==> src/rtl/segmented_weighted_vector_mean_macros.svh <==
// Assertion macros for the segmented weighted vector mean block.
// Included by the RTL files that carry concurrent assertions; no other dependencies.
`ifndef SEGMENTED_WEIGHTED_VECTOR_MEAN_MACROS_SVH
`define SEGMENTED_WEIGHTED_VECTOR_MEAN_MACROS_SVH

`ifndef NO_ASSERTIONS

// same-cycle implication
`define SWVM_ASSERT_NOW(label, clk, rst_n, ante, cons) \
    label: assert property (@(posedge clk) disable iff (!(rst_n)) (ante) |-> (cons)) \
        else $error("assertion failed");

// next-cycle implication
`define SWVM_ASSERT_NEXT(label, clk, rst_n, ante, cons) \
    label: assert property (@(posedge clk) disable iff (!(rst_n)) (ante) |=> (cons)) \
        else $error("assertion failed");

`else

`define SWVM_ASSERT_NOW(label, clk, rst_n, ante, cons)
`define SWVM_ASSERT_NEXT(label, clk, rst_n, ante, cons)

`endif

`endif

==> src/rtl/swvm_pkg.sv <==
// Package for the segmented weighted vector mean block: payload structs, codes, FSM states.
// No dependencies.
`default_nettype none

package swvm_pkg;

    localparam int COMP_W         = 32;
    localparam int WEIGHT_W       = 16;
    localparam int WEIGHT_FRAC    = 6;
    localparam int ACC_W          = 64;
    localparam int VECTOR_DIMS    = 3;
    localparam int DIM_W          = 2;
    localparam int MAX_GROUP_SIZE_DEF = 4096;

    localparam logic [1:0] MODE_GEOM  = 2'd0;
    localparam logic [1:0] MODE_MASS  = 2'd1;
    localparam logic [1:0] MODE_FGEOM = 2'd2;
    localparam logic [1:0] MODE_FSUM  = 2'd3;

    localparam logic [1:0] ST_OK        = 2'd0;
    localparam logic [1:0] ST_ZERO_MASS = 2'd1;
    localparam logic [1:0] ST_TOO_LONG  = 2'd2;

    typedef struct packed {
        logic signed [COMP_W-1:0] comp_x;
        logic signed [COMP_W-1:0] comp_y;
        logic signed [COMP_W-1:0] comp_z;
        logic [WEIGHT_W-1:0]      weight;
        logic                     group_end;
    } t_in_item;

    typedef struct packed {
        logic signed [COMP_W-1:0] res_x;
        logic signed [COMP_W-1:0] res_y;
        logic signed [COMP_W-1:0] res_z;
        logic [1:0]               status;
    } t_out_item;

    typedef enum logic [3:0] {
        S_IDLE,
        S_ITEM,
        S_MACC,
        S_IDIV,
        S_IACC,
        S_FIN,
        S_FML0,
        S_FML1,
        S_FML2,
        S_FDIV,
        S_FPACK,
        S_EMIT
    } t_state;

endpackage

`default_nettype wire

==> src/rtl/segmented_weighted_vector_mean.sv <==
// Segmented weighted vector mean: group accumulation of 3-D vectors and per-group result.
// Depends on swvm_pkg and segmented_weighted_vector_mean_macros.svh.
//
// One item at a time; o_in_stall stays high from a transfer until the item is done. All
// divisions go through one restoring divider that retires one quotient bit per cycle, and
// it sets the timing. Per component, modes 0 and 3 add the value, mode 1 adds it times its
// weight, mode 2 adds it over its weight (skipped at zero weight). A group end divides each
// sum by the count (mode 0) or mass (mode 1), scales it by mass and divides by the count
// (mode 2) or packs it (mode 3), then loads the output register, which can hold one
// finished result while the next group streams in. The mode register may only be written while idle.
`default_nettype none

`include "segmented_weighted_vector_mean_macros.svh"

module segmented_weighted_vector_mean
    import swvm_pkg::*;
#(
    parameter int MAX_GROUP_SIZE = MAX_GROUP_SIZE_DEF
) (
    input  wire logic      i_clk,
    input  wire logic      i_rst_n,
    input  wire logic      i_cfg_we,
    input  wire logic [1:0] i_cfg_wdata,
    input  wire logic      i_in_valid,
    output logic           o_in_stall,
    input  wire t_in_item  i_in,
    output logic           o_out_valid,
    input  wire logic      i_out_stall,
    output t_out_item      o_out
);

    localparam int CNT_W  = $clog2(MAX_GROUP_SIZE + 1);
    localparam int MASS_W = $clog2(longint'(MAX_GROUP_SIZE) * ((longint'(1) << WEIGHT_W) - 1)
                                   + 1);
    localparam int DVS_W  = MASS_W;
    localparam int DVD_W  = ACC_W + MASS_W;
    localparam int IT_W   = $clog2(DVD_W + 1);
    localparam int PROD_W = COMP_W + MASS_W;
    localparam int ITEM_DVD_W = COMP_W + WEIGHT_FRAC;

    t_state                   r_state, n_state;
    logic [1:0]               r_mode;
    t_in_item                 r_item, n_item;
    logic [DIM_W-1:0]         r_dim, n_dim;
    logic [ACC_W-1:0]         r_acc [VECTOR_DIMS];
    logic [MASS_W-1:0]        r_mass, n_mass;
    logic [CNT_W-1:0]         r_count, n_count;
    logic [1:0]               r_err, n_err;
    logic [PROD_W-1:0]        r_prod, n_prod;
    logic [ACC_W-1:0]         r_mag, n_mag;
    logic                     r_neg, n_neg;
    logic [DVS_W-1:0]         r_rem, n_rem;
    logic [DVS_W-1:0]         r_dvs, n_dvs;
    logic [DVD_W-1:0]         r_quo, n_quo;
    logic [IT_W-1:0]          r_it, n_it;
    logic [COMP_W-1:0]        r_res [VECTOR_DIMS];
    logic                     r_out_valid, n_out_valid;
    t_out_item                r_out, n_out;

    logic                     acc_we, res_we, grp_clr, adv;
    logic signed [COMP_W-1:0] comp_sel;
    logic [COMP_W-1:0]        comp_mag;
    logic                     comp_neg;
    logic [ACC_W-1:0]         acc_cur, acc_mag, addend, acc_sum, prod64, qsat64;
    logic                     acc_neg;
    logic [COMP_W-1:0]        q_lim, qsat;
    logic [COMP_W-1:0]        mul_a;
    logic [MASS_W-1:0]        mul_b;
    logic [PROD_W-1:0]        mul_out;
    logic [DVS_W:0]           rem_sh;
    logic [DVS_W+1:0]         rem_diff;
    logic                     rem_ge;
    logic [DVS_W-1:0]         step_rem;
    logic [DVD_W-1:0]         step_quo, pk_mag;
    logic [COMP_W-1:0]        pk_res;
    logic [1:0]               err_eff;
    logic                     out_free, last_dim;

    // ---- datapath helpers ----
    always_comb begin
        case (r_dim)
            DIM_W'(0): comp_sel = r_item.comp_x;
            DIM_W'(1): comp_sel = r_item.comp_y;
            default:   comp_sel = r_item.comp_z;
        endcase
    end

    assign comp_neg = comp_sel[COMP_W-1];
    assign comp_mag = comp_neg ? (~comp_sel + COMP_W'(1)) : comp_sel;

    assign acc_cur  = r_acc[r_dim];
    assign acc_neg  = acc_cur[ACC_W-1];
    assign acc_mag  = acc_neg ? (~acc_cur + ACC_W'(1)) : acc_cur;

    assign last_dim = (r_dim == DIM_W'(VECTOR_DIMS - 1));
    assign out_free = !r_out_valid || !i_out_stall;

    // shared multiplier
    always_comb begin
        unique case (r_state)
            S_FML0: begin
                mul_a = r_mag[COMP_W-1:0];
                mul_b = r_mass;
            end
            S_FML1: begin
                mul_a = r_mag[ACC_W-1:COMP_W];
                mul_b = r_mass;
            end
            default: begin
                mul_a = comp_mag;
                mul_b = MASS_W'(r_item.weight);
            end
        endcase
    end

    assign mul_out = PROD_W'(mul_a) * PROD_W'(mul_b);

    // accumulator addend and shared adder
    assign prod64 = ACC_W'(r_prod);
    assign q_lim  = r_neg ? (COMP_W'(1) << (COMP_W - 1))
                          : ((COMP_W'(1) << (COMP_W - 1)) - COMP_W'(1));
    assign qsat   = (r_quo > DVD_W'(q_lim)) ? q_lim : r_quo[COMP_W-1:0];
    assign qsat64 = ACC_W'(qsat);

    always_comb begin
        unique case (r_state)
            S_MACC:  addend = r_neg ? (~prod64 + ACC_W'(1)) : prod64;
            S_IACC:  addend = r_neg ? (~qsat64 + ACC_W'(1)) : qsat64;
            default: addend = {{(ACC_W - COMP_W){comp_sel[COMP_W-1]}}, comp_sel};
        endcase
    end

    assign acc_sum = acc_cur + addend;

    // restoring divider step
    assign rem_sh   = {r_rem, r_quo[DVD_W-1]};
    assign rem_diff = {1'b0, rem_sh} - {2'b00, r_dvs};
    assign rem_ge   = !rem_diff[DVS_W+1];
    assign step_rem = rem_ge ? rem_diff[DVS_W-1:0] : rem_sh[DVS_W-1:0];
    assign step_quo = {r_quo[DVD_W-2:0], rem_ge};

    // saturating pack of sign and magnitude
    assign pk_mag = (r_mode == MODE_FSUM) ? DVD_W'(r_mag) : r_quo;

    always_comb begin
        if (r_neg) begin
            if (pk_mag >= DVD_W'(COMP_W'(1) << (COMP_W - 1))) begin
                pk_res = COMP_W'(1) << (COMP_W - 1);
            end else begin
                pk_res = ~pk_mag[COMP_W-1:0] + COMP_W'(1);
            end
        end else begin
            if (pk_mag > DVD_W'((COMP_W'(1) << (COMP_W - 1)) - COMP_W'(1))) begin
                pk_res = (COMP_W'(1) << (COMP_W - 1)) - COMP_W'(1);
            end else begin
                pk_res = pk_mag[COMP_W-1:0];
            end
        end
    end

    assign err_eff = (r_err != ST_OK) ? r_err :
                     ((r_mode == MODE_MASS && r_mass == '0) ? ST_ZERO_MASS : ST_OK);

    // ---- sequencer ----
    always_comb begin
        n_state     = r_state;
        n_item      = r_item;
        n_dim       = r_dim;
        n_mass      = r_mass;
        n_count     = r_count;
        n_err       = r_err;
        n_prod      = r_prod;
        n_mag       = r_mag;
        n_neg       = r_neg;
        n_rem       = r_rem;
        n_dvs       = r_dvs;
        n_quo       = r_quo;
        n_it        = r_it;
        n_out_valid = r_out_valid && i_out_stall;
        n_out       = r_out;
        acc_we      = 1'b0;
        res_we      = 1'b0;
        grp_clr     = 1'b0;
        adv         = 1'b0;

        unique case (r_state)
            S_IDLE: begin
                if (i_in_valid) begin
                    n_item = i_in;
                    n_dim  = '0;
                    if (r_count >= CNT_W'(MAX_GROUP_SIZE)) begin
                        if (r_err == ST_OK) begin
                            n_err = ST_TOO_LONG;
                        end
                        n_state = i_in.group_end ? S_FIN : S_IDLE;
                    end else begin
                        if (r_mode == MODE_FGEOM && i_in.weight == '0 && r_err == ST_OK) begin
                            n_err = ST_ZERO_MASS;
                        end
                        n_mass  = r_mass + MASS_W'(i_in.weight);
                        n_count = r_count + CNT_W'(1);
                        n_state = S_ITEM;
                    end
                end
            end
            S_ITEM: begin
                n_neg = comp_neg;
                case (r_mode)
                    MODE_MASS: begin
                        n_prod  = mul_out;
                        n_state = S_MACC;
                    end
                    MODE_FGEOM: begin
                        if (r_item.weight == '0) begin
                            adv = 1'b1;
                        end else begin
                            n_rem   = '0;
                            n_dvs   = DVS_W'(r_item.weight);
                            n_quo   = DVD_W'({comp_mag, WEIGHT_FRAC'(0)}) << (DVD_W - ITEM_DVD_W);
                            n_it    = IT_W'(ITEM_DVD_W);
                            n_state = S_IDIV;
                        end
                    end
                    default: begin
                        acc_we = 1'b1;
                        adv    = 1'b1;
                    end
                endcase
            end
            S_MACC: begin
                acc_we = 1'b1;
                adv    = 1'b1;
            end
            S_IDIV: begin
                n_rem = step_rem;
                n_quo = step_quo;
                n_it  = r_it - IT_W'(1);
                if (r_it == IT_W'(1)) begin
                    n_state = S_IACC;
                end
            end
            S_IACC: begin
                acc_we = 1'b1;
                adv    = 1'b1;
            end
            S_FIN: begin
                n_err = err_eff;
                if (err_eff != ST_OK) begin
                    n_dim   = '0;
                    n_state = S_EMIT;
                end else begin
                    n_neg = acc_neg;
                    n_mag = acc_mag;
                    case (r_mode)
                        MODE_GEOM: begin
                            n_rem   = '0;
                            n_dvs   = DVS_W'(r_count);
                            n_quo   = DVD_W'(acc_mag) << (DVD_W - ACC_W);
                            n_it    = IT_W'(ACC_W);
                            n_state = S_FDIV;
                        end
                        MODE_MASS: begin
                            n_rem   = '0;
                            n_dvs   = r_mass;
                            n_quo   = DVD_W'(acc_mag) << (DVD_W - ACC_W);
                            n_it    = IT_W'(ACC_W);
                            n_state = S_FDIV;
                        end
                        MODE_FGEOM: n_state = S_FML0;
                        default:    n_state = S_FPACK;
                    endcase
                end
            end
            S_FML0: begin
                n_prod  = mul_out;
                n_state = S_FML1;
            end
            S_FML1: begin
                n_quo   = DVD_W'(r_prod);
                n_prod  = mul_out;
                n_state = S_FML2;
            end
            S_FML2: begin
                n_quo   = r_quo + (DVD_W'(r_prod) << COMP_W);
                n_rem   = '0;
                n_dvs   = DVS_W'({r_count, WEIGHT_FRAC'(0)});
                n_it    = IT_W'(DVD_W);
                n_state = S_FDIV;
            end
            S_FDIV: begin
                n_rem = step_rem;
                n_quo = step_quo;
                n_it  = r_it - IT_W'(1);
                if (r_it == IT_W'(1)) begin
                    n_state = S_FPACK;
                end
            end
            S_FPACK: begin
                res_we = 1'b1;
                if (last_dim) begin
                    n_dim   = '0;
                    n_state = S_EMIT;
                end else begin
                    n_dim   = r_dim + DIM_W'(1);
                    n_state = S_FIN;
                end
            end
            S_EMIT: begin
                if (out_free) begin
                    n_out_valid  = 1'b1;
                    n_out.status = r_err;
                    n_out.res_x  = (r_err == ST_OK) ? r_res[0] : '0;
                    n_out.res_y  = (r_err == ST_OK) ? r_res[1] : '0;
                    n_out.res_z  = (r_err == ST_OK) ? r_res[2] : '0;
                    grp_clr      = 1'b1;
                    n_mass       = '0;
                    n_count      = '0;
                    n_err        = ST_OK;
                    n_state      = S_IDLE;
                end
            end
            default: n_state = S_IDLE;
        endcase

        if (adv) begin
            if (last_dim) begin
                n_dim   = '0;
                n_state = r_item.group_end ? S_FIN : S_IDLE;
            end else begin
                n_dim   = r_dim + DIM_W'(1);
                n_state = S_ITEM;
            end
        end
    end

    // ---- registers ----
    always_ff @(posedge i_clk) begin
        if (!i_rst_n) begin
            r_state     <= S_IDLE;
            r_mode      <= MODE_GEOM;
            r_dim       <= '0;
            r_mass      <= '0;
            r_count     <= '0;
            r_err       <= ST_OK;
            r_out_valid <= 1'b0;
            for (int i = 0; i < VECTOR_DIMS; i++) begin
                r_acc[i] <= '0;
            end
        end else begin
            r_state     <= n_state;
            r_dim       <= n_dim;
            r_mass      <= n_mass;
            r_count     <= n_count;
            r_err       <= n_err;
            r_out_valid <= n_out_valid;
            if (i_cfg_we) begin
                r_mode <= i_cfg_wdata;
            end
            if (grp_clr) begin
                for (int i = 0; i < VECTOR_DIMS; i++) begin
                    r_acc[i] <= '0;
                end
            end else if (acc_we) begin
                r_acc[r_dim] <= acc_sum;
            end
        end
    end

    always_ff @(posedge i_clk) begin
        r_item <= n_item;
        r_prod <= n_prod;
        r_mag  <= n_mag;
        r_neg  <= n_neg;
        r_rem  <= n_rem;
        r_dvs  <= n_dvs;
        r_quo  <= n_quo;
        r_it   <= n_it;
        r_out  <= n_out;
        if (res_we) begin
            r_res[r_dim] <= pk_res;
        end
    end

    assign o_in_stall  = (r_state != S_IDLE);
    assign o_out_valid = r_out_valid;
    assign o_out       = r_out;

    // ---- assertions ----
    `SWVM_ASSERT_NOW(a_count_limit, i_clk, i_rst_n, 1'b1, r_count <= CNT_W'(MAX_GROUP_SIZE))
    `SWVM_ASSERT_NOW(a_div_rem, i_clk, i_rst_n, (r_state == S_IDIV || r_state == S_FDIV),
                     (r_rem < r_dvs && r_it != '0))
    `SWVM_ASSERT_NOW(a_err_zero_res, i_clk, i_rst_n, (o_out_valid && o_out.status != ST_OK),
                     (o_out.res_x == '0 && o_out.res_y == '0 && o_out.res_z == '0))
    `SWVM_ASSERT_NEXT(a_group_clear, i_clk, i_rst_n, (r_state == S_EMIT && out_free),
                      (r_count == '0 && r_err == ST_OK && o_out_valid))

endmodule

`default_nettype wire
==> config.mk <==
export PLATFORM = sky130hd
export DESIGN_NAME = segmented_weighted_vector_mean
export DESIGN_NICKNAME = d
export VERILOG_FILES = /design/src/rtl/swvm_pkg.sv /design/src/rtl/segmented_weighted_vector_mean.sv
export VERILOG_INCLUDE_DIRS = /design/src /design/src/rtl
export SDC_FILE = /design/constraint.sdc
export NUM_CORES = 2
export LEC_CHECK = 0
export ABC_AREA = 1
export BUFFER_PORTS_ARGS = -buffer_cell sky130_fd_sc_hd__buf_2
export CAP_MARGIN = 30
export CORE_UTILIZATION = 25
export DETAILED_ROUTE_END_ITERATION = 6
export GPL_TIMING_DRIVEN = 1
export PLACE_DENSITY_LB_ADDON = 0.2
export SLEW_MARGIN = 30
export SYNTH_ARGS = -nofsm -noshare
export SYNTH_HDL_FRONTEND = slang
export SYNTH_SLANG_ARGS = --single-unit
export TNS_END_PERCENT = 20
==> constraint.sdc <==
create_clock -name i_clk -period 20.5 [get_ports i_clk]
set_clock_uncertainty 0.2 [all_clocks]
set_input_delay 6.15 -clock i_clk [delete_from_list [all_inputs] [get_ports i_clk]]
set_output_delay 6.15 -clock i_clk [all_outputs]
set_load 0.02 [all_outputs]
==> run_results.csv <==
group,metric,value,unit
worst_setup_path,crit_type,"flop to flop",
worst_setup_path,end_kind,"flop",
placed_design,place.gp.congestion,0.981,
worst_setup_path,start_kind,"flop",
logic_synthesis,async_flop_share,0,%
floorplanning,ios,220,
routing,vias_per_cell,4.77,
clock_tree,cts_root_buf,"clkbuf_16",
clock_tree,cts_buffer_depth,3,
sta,setup_ws,8.45,ns
worst_setup_path,critPathMaxStageDelay,0.97,ns
logic_synthesis,synth_edf_count,843,
routing,initialDrtViolationCount,6879,
routing,avgRoutedWirePerCell,23.2,um
clock_tree,cts_buffers,107,
floorplanning,start_util,25.1,%
floorplanning,core,0.334,mm2
sta,rsz0062_at_grt,"no",
routing,wl_met2,150000,um
placed_design,hpwl,278000,um
sta,max_freq,83.0,MHz
sta,fin_crit,12.05,ns
clock_tree,cts_tree,"done",
clock_tree,cts_setup_buffers,0,
run_status,outcome,"finished with violations",
worst_setup_path,crit_arrival,12.43,ns
global_route,grt_overflow,0,
hold_path,hold_path.class,"flop to flop",
worst_setup_path,critPathMaxFanout,33,
floorplanning,dieHeight,582,um
logic_synthesis,ys_top_cells_by_area,"edfxtp_1, fa_1, inv_1, nand2_1, ha_1",
routing,met1_length,158000,um
clock_tree,clkLatencyLatePin,0.80,ns
sta,finalHoldViolCount,0,
global_route,grt_max_degree,97,
run_status,violations,"DRC",
global_route,grt_usage,20.0,%
logic_synthesis,synth_top_area_share,30.1,%
logic_synthesis,yosysTopAreaCell,"edfxtp_1",
routing,routed_wl,344000,um
logic_synthesis,synth_fp_nets,11600,
logic_synthesis,synth_cells,10200,
clock_tree,cts-resized-gates,0,
floorplanning,die_x,582,um
layout,area_growth,12.1,%
sta,slew_violations,0,
floorplanning,core.rowCount,212,
sta,slew_headroom,22.7,%
run,max-cap-violations,0,
routing,highest_layer,"met5",
routing,route.detailed.drc,3,
clock_tree,cts.reportedPaths.clkPinSlew,0.06,ns
clock_tree,postCtsHoldBufs,0,
sta,finalSetupViolations,0,
floorplanning,die-area,0.338,mm2
logic_synthesis,ys_seq_elements,897,
logic_synthesis,syn_area,0.0840,mm2
sta,fin_crit_sh,58.8,%
logic_synthesis,synth_warnings,0,
logic_synthesis,ys_seq_area_share,31.4,%
global_route,grt_pass1_wl,495000,um
layout,drive_gt1_share,7.25,%
layout,final_util,28.2,%
worst_setup_path,crit_slowest_cell,"inv_1",
logic_synthesis,ys.flop_type,"edfxtp_1",
placed_design,pre_cts_ws,8.62,ns
routing,vias,70900,
clock_tree,clkSinkCount,897,
routing,wl_met3,28200,um
global_route,antenna_found_initial,34,
layout,nets,11700,
sta,fin_tns_setup,0,ns
worst_setup_path,required,20.88,ns
routing,first_pass_iters,7,
routing,ant_nets,0,
global_route,first_global_vias,69100,
logic_synthesis,avgSynthCellArea,8.22,um2
sta,worst_pin_slew,1.15,ns
clock_tree,htreeDepth,3,
logic_synthesis,synth_cell_type_count,78,
placed_design,portBuffers,219,
registers in the layout (all words and copies together), names as in the netlist, 4 cells and up, named ones only:
register  cells
r_dvs        28
r_prod       60
r_count      13
r_quo        92
r_acc       256
r_rem        28
o_out        98
r_item      113
r_state       4
r_res        96
r_mass       28
r_mag        64
r_it          7
synth_stat cells, drive strengths merged, types with 26 or more instances:
| cell type | n |
|---|---|
| nand3 | 366 |
| fa | 782 |
| o221ai | 26 |
| clkbuf | 212 |
| xnor2 | 73 |
| nor2 | 1395 |
| a22oi | 30 |
| nand4 | 76 |
| inv | 1947 |
| a31oi | 83 |
| o21a | 33 |
| buf | 115 |
| dfxtp | 54 |
| ha | 428 |
| o22ai | 48 |
| nor3 | 99 |
| nor4 | 35 |
| edfxtp | 843 |
| or2 | 51 |
| nand2 | 1915 |
| a21oi | 633 |
| o211ai | 45 |
| xor2 | 175 |
| o21ai | 537 |
worst max-delay path, delay by kind of cell, from the launching register on:
kind | cells | cell delay, ns
buffers and inverters | 8 | 1.64
adders and majority gates | 8 | 4.04
DFF | 1 | 0.79
xor gates and xnor gates | 2 | 0.47
and+or+nand+nor | 17 | 3.48
AOI/OAI and AO/OA | 3 | 1.13
cell usage in the layout, fill, tap and decap left out, drive strengths merged, types with 24 or more instances in the layout:
master,netlist,routed
o21a,33,33
o21ai,537,537
inv,1947,1952
nand3,366,366
nor2,1395,1395
a31oi,83,83
xnor2,73,73
ha,428,428
clkinv,19,67
nor4,35,35
clkbuf,212,131
a21o,24,24
nand2,1915,1915
xor2,175,175
nor3,99,99
o22ai,48,48
dfxtp,54,54
a22oi,30,30
o211ai,45,45
o221ai,26,26
fa,782,782
buf,115,364
a21oi,633,633
nand4,76,76
or2,51,51
edfxtp,843,843
worst paths after layout:
| check | startpoint | to | slack [ns] | depth (start not counted) |
|---|---|---|---|---|
| worst min register to register | r_res[2][27] | o_out[29] | 0.28 | 2 |
| worst min-delay path | r_res[2][27] | o_out[29] | 0.28 | 2 |
| worst max register to register | r_dim[1] | r_prod[54] | 8.45 | 38 |
| worst max-delay path | r_dim[1] | r_prod[54] | 8.45 | 38 |
metal layers:
layer,global-route usage (%),vias up
li1,-,33000
met2,30.8,2477
met4,4.54,26
met1,28.5,35000
met3,4.22,356
met5,0,-
cells by family after synthesis:
| group | after synthesis | synth area share (%) |
|---|---|---|
| buf+inv | 2293 | 10.6 |
| mux | 3 | 0.0358 |
| fa+ha+maj | 1210 | 25.0 |
| flops | 897 | 31.4 |
| xor+xnor | 248 | 2.60 |
| compound gates | 1576 | 10.7 |
| simple gates | 3993 | 19.6 |
per-stage QoR:
| step | cells | instance area, um2 | hold slack (ns) |
|---|---|---|---|
| 6_report | 14900 | 94200 | 0.285 |
| 5_1_grt | 14800 | 94100 | 0.296 |
| 4_1_cts | 14800 | 94100 | 0.262 |
| 2_1_floorplan | 10200 | 84000 | 0.247 |
| 3_5_place_dp | 14600 | 90400 | 0.301 |
| 3_3_place_gp | 14600 | 90400 | 0.296 |
final cells by class:
class                           instances  area [um2]
Tap cell                             4387        5490
Multi-Input combinational cell       7030       49000
Antenna cell                           10        25.0
Clock buffer                          131        2800
Sequential cell                       897       26400
Inverter                             1966        7380
Fill cell                           36400      240000
Timing Repair Buffer                  364        2230
Clock inverter                         72         868
Power is not shown: default switching activity piles up to over one toggle a cycle in this logic, so the estimate is an artifact.
